$ cat src/sv/lz4bd_pkg.sv
// Shared types and constants for the LZ4 block decompressor.
// No dependencies.
package lz4bd_pkg;

    localparam int HISTORY_DEPTH_DEF = 65536;
    localparam int DRAIN_BURST_DEF   = 63;
    localparam int LEN_WIDTH_DEF     = 24;

    localparam logic [1:0] K_DATA   = 2'd0;
    localparam logic [1:0] K_DONE   = 2'd1;
    localparam logic [1:0] K_ERROR  = 2'd2;
    localparam logic [1:0] K_REFUSE = 2'd3;

    localparam logic [1:0] ST_OK     = 2'd0;
    localparam logic [1:0] ST_TRUNC  = 2'd1;
    localparam logic [1:0] ST_BADOFF = 2'd2;
    localparam logic [1:0] ST_OVER   = 2'd3;

    localparam logic CMD_BYTE  = 1'b0;
    localparam logic CMD_DRAIN = 1'b1;

    localparam logic [23:0] CAP_RESET = 24'hFF_FFFF;

    typedef struct packed {
        logic       cmd;
        logic [7:0] data;
        logic       last;
    } t_item;

endpackage

$ cat src/sv/lz4bd_front.sv
// Front end: accepts input transactions into a two-entry queue.
// Depends on lz4bd_pkg.
module lz4bd_front (
    input  logic             i_clk,
    input  logic             i_rst_n,
    input  logic             i_valid,
    input  lz4bd_pkg::t_item i_item,
    output logic             o_stall,
    output logic             o_item_valid,
    output lz4bd_pkg::t_item o_item,
    input  logic             i_pop
);
    import lz4bd_pkg::*;

    t_item      r_mem [2];
    logic       r_wp, r_rp;
    logic [1:0] r_cnt;
    logic       w_push, w_pop;

    assign o_stall      = (r_cnt == 2'd2);
    assign o_item_valid = (r_cnt != 2'd0);
    assign o_item       = r_mem[r_rp];
    assign w_push       = i_valid && !o_stall;
    assign w_pop        = i_pop && o_item_valid;

    always_ff @(posedge i_clk) begin
        if (w_push) begin
            r_mem[r_wp] <= i_item;
        end
        if (!i_rst_n) begin
            r_wp  <= 1'b0;
            r_rp  <= 1'b0;
            r_cnt <= 2'd0;
        end else begin
            if (w_push) begin
                r_wp <= ~r_wp;
            end
            if (w_pop) begin
                r_rp <= ~r_rp;
            end
            r_cnt <= r_cnt + {1'b0, w_push} - {1'b0, w_pop};
        end
    end
endmodule

$ cat config.mk
export PLATFORM = sky130hd
export DESIGN_NAME = lz4bd_front
export DESIGN_NICKNAME = d
export VERILOG_FILES = /design/src/sv/lz4bd_pkg.sv /design/src/sv/lz4bd_front.sv
export SDC_FILE = /design/constraint.sdc
export NUM_CORES = 1
export LEC_CHECK = 0
export BUFFER_PORTS_ARGS = -buffer_cell sky130_fd_sc_hd__buf_2
export CAP_MARGIN = 20
export CORE_MARGIN = 2
export CORE_UTILIZATION = 49
export DETAILED_ROUTE_END_ITERATION = 8
export PLACE_DENSITY = 0.75
export SLEW_MARGIN = 20
export SYNTH_ARGS = -nofsm -noshare
export SYNTH_HDL_FRONTEND = slang
export SYNTH_SLANG_ARGS = --single-unit
$ cat constraint.sdc
create_clock -name i_clk -period 2 [get_ports i_clk]
set_clock_uncertainty 0.2 [all_clocks]
set_input_delay 0.2 -clock i_clk [delete_from_list [all_inputs] [get_ports i_clk]]
set_output_delay 0.2 -clock i_clk [all_outputs]
set_load 0.005 [all_outputs]
==> out/results.txt <==
Outcome = completed
Clock-pin slew on the worst setup and hold paths = 0.12 ns
Count leader, synth = edfxtp_1
CTS max path bufs = 2
First-pass DRT Iterations = 3
Static leakage = 0.000521 µW
Initial Util = 53.5%
Setup WS post-layout = 0.156 ns
Initial antenna violation count = 0
Clk root buf = clkbuf_4
Wire per inst = 11.7 µm
Antenna diodes = 0
Final Wtd Congestion = 0.624
Syn Nets = 73
Count of state elements after synthesis = 25
Post-synth top cells = edfxtp_1 (20), mux2_2 (10), dfxtp_1 (5), nor2_1 (4), inv_1 (3)
CTS Sinks = 25
Final min period = 1.84 ns
Vias in the first global route = 491
Post-route setup TNS = 0 ns
Netlist cell types = 16
CP endpoint kind = output port
CP startpoint kind = register
Pwr Density = 1040 mW/mm²
RSZ-0062 raised after global routing = false
IO Pins = 26
Post-DRT Antenna Nets = 0
Layout net count = 114
Crit Path Class = register to output port
Vias = 562
Mean area per synthesized cell = 16.7 µm²
Sequential-to-total area share from yosys stat = 73.5%
Final Hold Viols = 0
Area growth syn-to-layout = 31.1%
Largest area contributor in the netlist = edfxtp_1
Fmax = 542 MHz
Maximum vdd ir drop = 0.000740 V
Ys flop type = edfxtp_1
Post-CTS setup buffers = 0
Core Rows = 15
Setup Viol. Count Final = 0
Netlist Area Pre-Place = 953 µm²
Worst-skew pair later-pin latency = 0.30 ns
Slew @ Worst Pin = 0.473 ns
Detailed Route Iter0 Violations = 5
Gr usage total = 14.3%
Synth top area share = 63.0%
Post-CTS sizing = 0
Largest net degree at the start of global routing = 15
Remaining Overflow, GRT = 0
Global-route wire length before repair = 2020 µm
TritonCTS clock tree = yes
DRC Markers = 0
Max_cap viols = 0
Die area = 0.00231 mm²
Final WL = 1430 µm
Avg Vias per Cell = 4.61
Syn. warnings = 0
H-tree Lvls = 1
Placement Setup Slack = 0.171 ns
HP Class = input pin to register
Synth area leaders = edfxtp_1 (63%), mux2_2 (12%), dfxtp_1 (10%), ha_1 (2.6%), xnor2_1 (1.8%)
EDFF count, synth = 20
Share of the clock period used by the worst path = 92.2%
Layout cells sized above 1 = 43.3%
Core Region = 0.00178 mm²
Port buffer count = 25
Height of the die = 48.1 µm
Total CTS buffers = 3
Die width = 48.1 µm
Final slew viol count = 0
Ys async rst share = 0%
Slew headroom = 68.5%
Cts hold-fix bufs = 11
Worst endpoint required time = 1.60 ns
Critical path fanouts, max = 10
WP data arrival = 1.44 ns
Synthesized instance count = 57
[report_power, final]
| part | internal [µW] | leakage [µW] | switching [µW] |
|---|---|---|---|
| combinational | 219 | 0.000275 | 153 |
| clock | 74.6 | 0.0000177 | 135 |
| sequential | 660 | 0.000228 | 57.6 |
| total | 953 | 0.000521 | 346 |
[layout make-up]
type | instances | area, µm²
fillers | 128 | 533
clock buffers | 3 | 22.5
well taps | 25 | 31.3
repair buffers | 37 | 243
flip-flops and latches | 25 | 701
multi-input cells | 28 | 236
clock inverters | 1 | 5.00
inverters | 3 | 11.3
[through the flow]
stage               std cells  cell area (µm²)  utilization, %  hold WS (ns)  power [µW]
global route              122             1250            70.1        0.0205        1390
floorplan                  57              953               -        0.0989         949
CTS                       122             1250            70.1        0.0168        1320
finish                    122             1250            70.1        0.0276        1300
global placement          107             1110            62.4         0.188        1070
detailed placement        107             1110            62.4         0.191        1090
[flip-flops by register name (all words and copies together), names as in the netlist, named ones only]
| name | flops |
|---|---|
| r_wp | 1 |
| r_rp | 1 |
| r_mem | 20 |
| r_cnt | 2 |
[cells by family (layout without fill, tap and decap cells)]
logic type                 Yosys count  count (layout)  share of synthesized area [%]
DFF                                 25              25                           73.5
muxes                               11              11                           12.9
and+or+nand+nor                     11              11                           5.64
buffers and inverters                4              44                           1.71
xor gates and xnor gates             3               3                           2.76
adders and majority gates            2               2                           2.62
AOI/OAI and AO/OA                    1               1                          0.919
[cells in the final DEF, fill, tap and decap left out]
cell type / netlist / layout
mux2_2: 10 / 10
buf_4: 0 / 1
nand2_1: 2 / 2
buf_2: 1 / 25
clkbuf_4: 0 / 3
nand2b_1: 2 / 2
and2_1: 1 / 1
xnor2_1: 2 / 2
o21a_2: 1 / 1
dfxtp_1: 5 / 5
nor2_1: 4 / 4
clkinv_2: 0 / 1
or2_2: 1 / 1
xor2_1: 1 / 1
dlygate4sd3_1: 0 / 11
edfxtp_1: 20 / 20
and3_1: 1 / 1
inv_1: 3 / 3
ha_1: 2 / 2
mux2i_1: 1 / 1
[metal layers]
layer | up-vias | global-route usage (%) | wire [µm]
li1 | 284 | - | -
met3 | 2 | 3.33 | 48
met5 | - | 0 | 0
met4 | 0 | 9.73 | 18
met2 | 17 | 24.8 | 792
met1 | 259 | 15.2 | 568
[critical path, stage by stage, from the launching register on]
cell,delay (ns)
dfxtp_1,0.62
mux2_2,0.40
buf_2,0.13
[final timing paths]
path | start | end | slack [ns] | depth (start not counted)
max | register | o_item[9] | 0.16 | 2
min reg2reg | r_wp | r_wp | 0.30 | 2
max reg2reg | r_cnt[0] | r_cnt[1] | 0.19 | 8
min | i_valid | r_wp | 0.03 | 3
No activity file was read; power rests on OpenSTA's default activity.
